$ cat src/integer_to_radix_digits_macros.svh
// ----------------------------------------------------------------------------
// integer_to_radix_digits assertion macros
// Shared property macros, sampled on clock and disabled during reset.
// ----------------------------------------------------------------------------
`ifndef INTEGER_TO_RADIX_DIGITS_MACROS_SVH
`define INTEGER_TO_RADIX_DIGITS_MACROS_SVH

// Same-cycle implication.
`define I2R_ASSERT_IMPLY(name, ante, cons) \
   name: assert property (@(posedge clock) disable iff (reset) (ante) |-> (cons)) \
      else $error("i2r: same-cycle property failed");

// Next-cycle implication.
`define I2R_ASSERT_NEXT(name, ante, cons) \
   name: assert property (@(posedge clock) disable iff (reset) (ante) |=> (cons)) \
      else $error("i2r: next-cycle property failed");

`endif

$ cat src/i2r_pkg.sv
// ----------------------------------------------------------------------------
// i2r_pkg
// Types and constants shared by the radix digit converter.
// ----------------------------------------------------------------------------
package i2r_pkg;

   localparam int RADIX_W = 4;
   localparam int DIGIT_W = 4;

   localparam logic [RADIX_W-1:0] RADIX_MIN = 4'd2;
   localparam logic [RADIX_W-1:0] RADIX_MAX = 4'd10;

   typedef enum logic [3:0] {
      ST_IDLE = 4'b0001,
      ST_CONV = 4'b0010,
      ST_SKIP = 4'b0100,
      ST_EMIT = 4'b1000
   } state_type;

   typedef struct packed {
      logic start;   // load a new value and begin the conversion pass
      logic shift;   // move every digit one place toward the top
   } ctl_type;

   typedef struct packed {
      logic               done;   // conversion pass finished, digits final
      logic [DIGIT_W-1:0] top;    // most significant digit slot
   } sts_type;

endpackage

$ cat src/i2r_conv.sv
// ----------------------------------------------------------------------------
// i2r_conv
// Systolic row of radix digit cells fed one value bit per cycle, MSB first.
// ----------------------------------------------------------------------------
module i2r_conv
   import i2r_pkg::*;
#(
   parameter int VALUE_BITS = 31
) (
   input  logic                  clock,
   input  logic                  reset,
   input  ctl_type               ctl,
   input  logic [VALUE_BITS-1:0] value,
   input  logic [RADIX_W-1:0]    radix,
   output sts_type               sts
);

   // radix two needs one cell per value bit
   localparam int NCELL = VALUE_BITS;
   localparam int CNT_W = $clog2(2 * VALUE_BITS);
   localparam logic [CNT_W-1:0] CNT_FEED = CNT_W'(VALUE_BITS);
   localparam logic [CNT_W-1:0] CNT_LAST = CNT_W'(2 * VALUE_BITS - 2);

   logic [VALUE_BITS-1:0] value_sr_ff;
   logic [RADIX_W-1:0]    radix_ff;
   logic [RADIX_W-1:0]    radix_sat;
   logic [NCELL-1:1]      en_ff;
   logic [NCELL-2:0]      cry_ff;
   logic [DIGIT_W-1:0]    digit_ff [NCELL];
   logic [DIGIT_W-1:0]    digit_in [NCELL];
   logic [CNT_W-1:0]      cnt_ff;
   logic                  busy_ff;
   logic                  done_ff;

   logic                  feed;
   logic [NCELL-1:0]      act;
   logic [NCELL-1:0]      cin;
   logic [NCELL-1:0]      cout;
   logic [DIGIT_W:0]      twice;

   always_comb begin
      if (radix < RADIX_MIN) begin
         radix_sat = RADIX_MIN;
      end else if (radix > RADIX_MAX) begin
         radix_sat = RADIX_MAX;
      end else begin
         radix_sat = radix;
      end
   end

   // cell i works behind cell i-1 through the en_ff and cry_ff registers, on the carries of cell i-1
   assign feed = busy_ff && (cnt_ff < CNT_FEED);
   assign act  = {en_ff, feed};
   assign cin  = {cry_ff, value_sr_ff[VALUE_BITS-1]};

   always_comb begin
      twice = '0;
      for (int i = 0; i < NCELL; i++) begin
         twice   = {digit_ff[i], cin[i]};
         cout[i] = (twice >= {1'b0, radix_ff});
         if (!act[i]) begin
            digit_in[i] = digit_ff[i];
         end else if (cout[i]) begin
            digit_in[i] = DIGIT_W'(twice - {1'b0, radix_ff});
         end else begin
            digit_in[i] = twice[DIGIT_W-1:0];
         end
      end
   end

   always_ff @(posedge clock) begin
      if (reset) begin
         busy_ff <= 1'b0;
         done_ff <= 1'b0;
         cnt_ff  <= '0;
         en_ff   <= '0;
      end else begin
         done_ff <= busy_ff && (cnt_ff == CNT_LAST);
         if (ctl.start) begin
            busy_ff <= 1'b1;
            cnt_ff  <= '0;
            en_ff   <= '0;
         end else begin
            en_ff <= act[NCELL-2:0];
            if (busy_ff) begin
               cnt_ff <= cnt_ff + 1'b1;
               if (cnt_ff == CNT_LAST) begin
                  busy_ff <= 1'b0;
               end
            end
         end
      end
   end

   always_ff @(posedge clock) begin
      if (ctl.start) begin
         value_sr_ff <= value;
         radix_ff    <= radix_sat;
         for (int i = 0; i < NCELL; i++) begin
            digit_ff[i] <= '0;
         end
      end else if (ctl.shift) begin
         digit_ff[0] <= '0;
         for (int i = 1; i < NCELL; i++) begin
            digit_ff[i] <= digit_ff[i-1];
         end
      end else begin
         if (feed) begin
            value_sr_ff <= {value_sr_ff[VALUE_BITS-2:0], 1'b0};
         end
         for (int i = 0; i < NCELL; i++) begin
            digit_ff[i] <= digit_in[i];
         end
      end
      cry_ff <= cout[NCELL-2:0];
   end

   assign sts.done = done_ff;
   assign sts.top  = digit_ff[NCELL-1];

endmodule

$ cat config.mk
export PLATFORM = sky130hd
export DESIGN_NAME = i2r_conv
export DESIGN_NICKNAME = d
export VERILOG_FILES = /design/src/integer_to_radix_digits_macros.svh /design/src/i2r_pkg.sv /design/src/i2r_conv.sv
export SDC_FILE = /design/constraint.sdc
export NUM_CORES = 1
export LEC_CHECK = 0
export ABC_AREA = 1
export BUFFER_PORTS_ARGS = -buffer_cell sky130_fd_sc_hd__buf_2
export CAP_MARGIN = 20
export CORE_MARGIN = 3
export CORE_UTILIZATION = 35
export DETAILED_ROUTE_END_ITERATION = 8
export GPL_TIMING_DRIVEN = 0
export PLACE_DENSITY = 0.61
export SLEW_MARGIN = 40
export SYNTH_ARGS = -nofsm -noshare
export SYNTH_HDL_FRONTEND = slang
export SYNTH_SLANG_ARGS = --single-unit
export TNS_END_PERCENT = 50
$ cat constraint.sdc
create_clock -name clock -period 5.16 [get_ports clock]
set_input_delay 1.548 -clock clock [delete_from_list [all_inputs] [get_ports clock]]
set_output_delay 1.548 -clock clock [all_outputs]
set_load 0.05 [all_outputs]
# Word-level counts from Yosys, hierarchy flattened
# Memory sizes are Yosys's and may differ from the RTL's.
# Cells that the tools add are included.
# totals
regBits,103
ramBits,124
in_bits,39
output_inout_bits,5
wordCells,284
mem_count,1
# memory_table
name,depth,width,rd,rd_clocked_by_memory_dff,wr,line,text
digit_ff,31,4,31,0,31,i2r_conv.sv:29,logic [DIGIT_W-1:0] digit_ff [NCELL];
# op_classes
n_addsub,32
n_lt_le_gt_ge,34
eq_ne,2
n_mux,139
n_bitwise,62
reduce_logical,6
# op_table
operator,n
$mux W4,125
$ge A5 B4 Y1,31
$sub A4 B4 Y4,31
$mux W31,3
$or A1 B1 Y1,62
$mux W1,11
$add A6 B1 Y6 const B,1
$eq A6 B6 Y1 const B,1
$lt A6 B5 Y1 const B,1
$gt A4 B4 Y1 const B,1
$lt A4 B2 Y1 const B,1
$reduce_or A2 Y1,2
$logic_and A1 B1 Y1,2
$ne A2 B1 Y1 const B,1
$reduce_and A2 Y1,1
$reduce_bool A2 Y1,1

# Logic depth before layout (Yosys ltp)
# logic_depth
ltp_word,5
mapped_depth,12

# Worst setup path before layout
# No wires, ideal clock.
# synth_path
path_type,reg2reg
start,reg radix_ff[1]
end,"mem digit_ff[29][3], in the netlist digit_ff[0][119] (data pin)"
setup_time_ns,0.253
arrival_ns,3.731
setup_slack_ns,1.176
stages_incl_launch_ff,10
n_path_buf,0
synth_period_minus_slack_ns,3.984
path_cell_list,edfxtp_1 > inv_1 > ha_1 > nand2_1 > o21ai_1 > nand2_1 > nand2_1 > nand2_1 > nand3_1 > nand2_1
# synth_lines
element,line,text
from (decl),i2r_conv.sv:25,logic [RADIX_W-1:0] radix_ff;
from (signal assigned),i2r_conv.sv:98,radix_ff <= radix_sat;
to (decl),i2r_conv.sv:29,

# Worst setup path in the final report
# layout_path
start,in ctl[1] (netlist name)
end,reg value_sr_ff[17] (enable)
# layout_via
elab_chain_len,2
# layout_lines
element,line,text
from (decl),i2r_conv.sv:12,"input ctl_type ctl,"
$ne A2 B1 Y1 (no source line) or $reduce_bool A2 Y1 (tied branches),n/a,
$reduce_and A2 Y1 (no source line) *,n/a,
to (signal assigned),i2r_conv.sv:97,value_sr_ff <= value;
to (signal assigned),i2r_conv.sv:109,"value_sr_ff <= {value_sr_ff[VALUE_BITS-2:0], 1'b0};"
to (decl),i2r_conv.sv:24,logic [VALUE_BITS-1:0] value_sr_ff;
# Mark *: on every way between the ends. The rest lies on a longest branch, timed or not.
# A chain may end at the register's enable or synchronous reset.

==> impl_results.md <==
* Run status: finished, final reports clean
* CTS tree: yes
* Max-cap viol count at 0
* Adder-cell share of the synthesized area at 0.1545
* Mux contribution to synthesized area at 0
* Wl on met1 at 16160 µm
* All-layer global routing usage at 0.1562
* Die Y at 207.6 µm
* # hold bufs at CTS at 0
* Core Footprint at 39910 µm²
* Worst path most repeated cell: buf_2
* Initial Utilization at 0.3562
* Max layer used: met4
* Synthesized area at 14220 µm²
* Post-synthesis cell count at 1657
* CTS Root Cell: clkbuf_16
* Cts repair resizes at 0
* Critical path type: in2reg
* CTS H-tree lvls at 1
* Vias/cell at 4.947
* CP Cell Sequence: buf_2 -> buf_2 -> clkinv_1 -> clkbuf_1 -> nand2_2
* Top cell type's share of synthesized area at 0.3273
* Site Rows at 73
* Placed Area at 15280 µm²
* Yosys reg bits at 227
* Initial antenna violation count at 0
* CP Data Arrival Time at 3.24 ns
* Metal2 WL at 16000 µm
* Compound-Gate Fraction of Synth Area at 0.06019
* Dpl hpwl at 25280 µm
* Syn nets at 1853
* Total grt overflow at 0
* Avg WL per Cell at 15.02 µm
* Clock sinks at 227
* Clk buf depth at 3
* CP max stage delay at 0.59 ns
* Final min period at 3.078 ns
* Tcrit/Tclk final at 0.5965
* # DRC at 0
* Die Area at 43080 µm²
* Warnings, synthesis at 0
* Slew @ Worst Pin at 0.8387 ns
* Synth Area in Simple Gates at 0.2658
* Peak VDD IR at 0.2229 mV
* Final instance area at 16110 µm²
* Worst-path clk slew at 0.06 ns
* Area Overhead vs Synth at 13.29%
* Drt first pass iters at 5
* RSZ-0062 raised after global routing: false
* Initial drt markers at 709
* Top Family by Delay on Critical Path: buffers and inverters
* First-pass GRT wire length at 56150 µm
* Antenna cell count at 0
* Synth async-reset ratio at 0
* Nets at 1935
* Fmax at 0.3249 GHz
* TritonCTS Buffers at 25
* Clock latency on the worst-skew pair at 0.53 ns
* Largest net degree at the start of global routing at 32
* Routed met3 length at 1383 µm
* PD cells at 435.4 nW/µm²
* Number of global-route vias before repair at 11380
* WHS at 0.4297 ns
* Endpoints failing setup at 0
* Dpl cells at 2237
* Worst path bufs/invs at 4
* Main combinational cell family by area after synthesis: simple AND/OR/NAND/NOR gates
* Distinct cells, synth at 39
* XOR/XNOR Fraction of Synth Area at 0.03696
* Post-synth EDFFs at 155
* Worst Path Max Fanout at 31
* Total power at 7.013 mW
* Hold WC Path Type: reg2reg
* Critical path's slowest cell: nand2_2
* Setup repair bufs after CTS at 0
* Ys flop type: edfxtp_1
* Drt total wl at 34270 µm
* Setup Skew at 0.01253 ns
* Leakage at 7.422 nW
* Total I/O pin count at 44
* Port buffer count at 43
* Type of origin of the critical path: input port
* Die span in x at 207.6 µm
* Final Wtd Congestion at 0.8491
* Commonest cells in the netlist: 522 x nand2_1, 156 x nand3_1, 155 x edfxtp_1
* Synth area leader: edfxtp_1
* Share of layout cells above drive strength 1 at 0.09448
* Layout Cells excl Fill at 2282
* Area contributors post-synth: edfxtp_1 33%, nand2_1 14%, ha_1 11%, dfxtp_1 10%, nand3_1 5.5%
* Max-slew violation count at 0
* Final Hold Viols at 0
* Setup crit end kind: register
* DR vias at 11290
* Most common cell in the netlist: nand2_1
* Slew HR at 0.4409
* Final core utilization at 0.4036
* Required @ worst endpoint at 5.32 ns
* Syn avg cell area at 8.581 µm²
* Proportion of synthesized chip area in sequential cells at 0.4287
* Antenna Nets Post-Route at 0
[flip-flops by register name (all words and copies together), names as in the netlist]
name,count
digit_ff,124
value_sr_ff,31
cry_ff,30
en_ff,30
cnt_ff,6
radix_ff,4
busy_ff,1
done_ff,1
[worst register-to-register path, cell delays in order, from the launching register on]
cell	delay, ns
edfxtp_1	0.49
buf_6	0.21
buf_8	0.16
buf_6	0.16
inv_4	0.24
buf_12	0.24
ha_1	0.27
nand2_1	0.08
nor2_1	0.05
nor3_1	0.23
nand2_2	0.18
o211ai_1	0.23
nand2_1	0.07
[metal layers]
layer / up-vias / global-route usage
met4: 0 / 0.03722
met2: 218 / 0.2687
met5: - / 0
met3: 52 / 0.01965
li1: 5682 / -
met1: 5338 / 0.2105
[power breakdown]
group          total, mW  internal, mW  switching (mW)
clock network       1.82          1.08           0.736
logic               2.62          1.02            1.60
registers           2.58          2.37           0.208
[worst paths after layout]
kind	slack [ns]	end	from	cells past startpoint
max	2.08	value_sr_ff[17]	ctl[1]	5
min	0.43	en_ff[22]	en_ff[21]	2
max reg2reg	2.30	digit_ff[0][73]	radix_ff[1]	12
min reg2reg	0.43	en_ff[22]	en_ff[21]	2
[metrics by stage]
step	setup WS, ns	setup TNS, ns
after floorplan	1.176	0
after global placement	-1.305	-177.72
after detailed placement	1.457	0
after CTS	2.029	0
after global routing	1.899	0
final	2.082	0
[cell usage in the layout (no fill, tap or decap), types with 5 or more instances in the layout]
master | synthesis | layout
nor3_2 | 7 | 7
nand4_1 | 9 | 9
xnor2_1 | 16 | 16
dfxtp_1 | 72 | 72
fa_1 | 31 | 31
ha_1 | 126 | 126
nand2_1 | 522 | 521
o21bai_1 | 8 | 8
edfxtp_1 | 155 | 155
clkbuf_16 | 0 | 26
inv_1 | 144 | 141
xor2_1 | 44 | 44
o21ai_2 | 14 | 14
o21ai_0 | 10 | 10
a21o_1 | 14 | 14
o22ai_1 | 19 | 19
nand3_1 | 156 | 156
buf_6 | 0 | 8
o21ai_1 | 32 | 32
buf_4 | 7 | 7
clkbuf_1 | 17 | 25
nand3b_1 | 25 | 25
a21oi_1 | 38 | 38
nor2_1 | 134 | 134
buf_2 | 17 | 60
nor3b_2 | 7 | 7
nand2_2 | 10 | 11
nor3_1 | 5 | 5
[layout make-up]
class,count,area [µm²]
multi-input combinational,1239,7361
buffer,44,214.0
timing repair buffer,55,395.4
sequential,227,6096
inverter,147,559.3
tap,525,656.9
fill,3939,23810
clock inverter,6,86.33
clock buffer,39,739.5
[kinds of logic after synthesis]
| group | after synthesis |
|---|---|
| simple gates | 881 |
| flops | 227 |
| buf+inv | 191 |
| fa+ha+maj | 157 |
| compound gates | 141 |
| xor+xnor | 60 |
(Power assumes the default switching activity.)
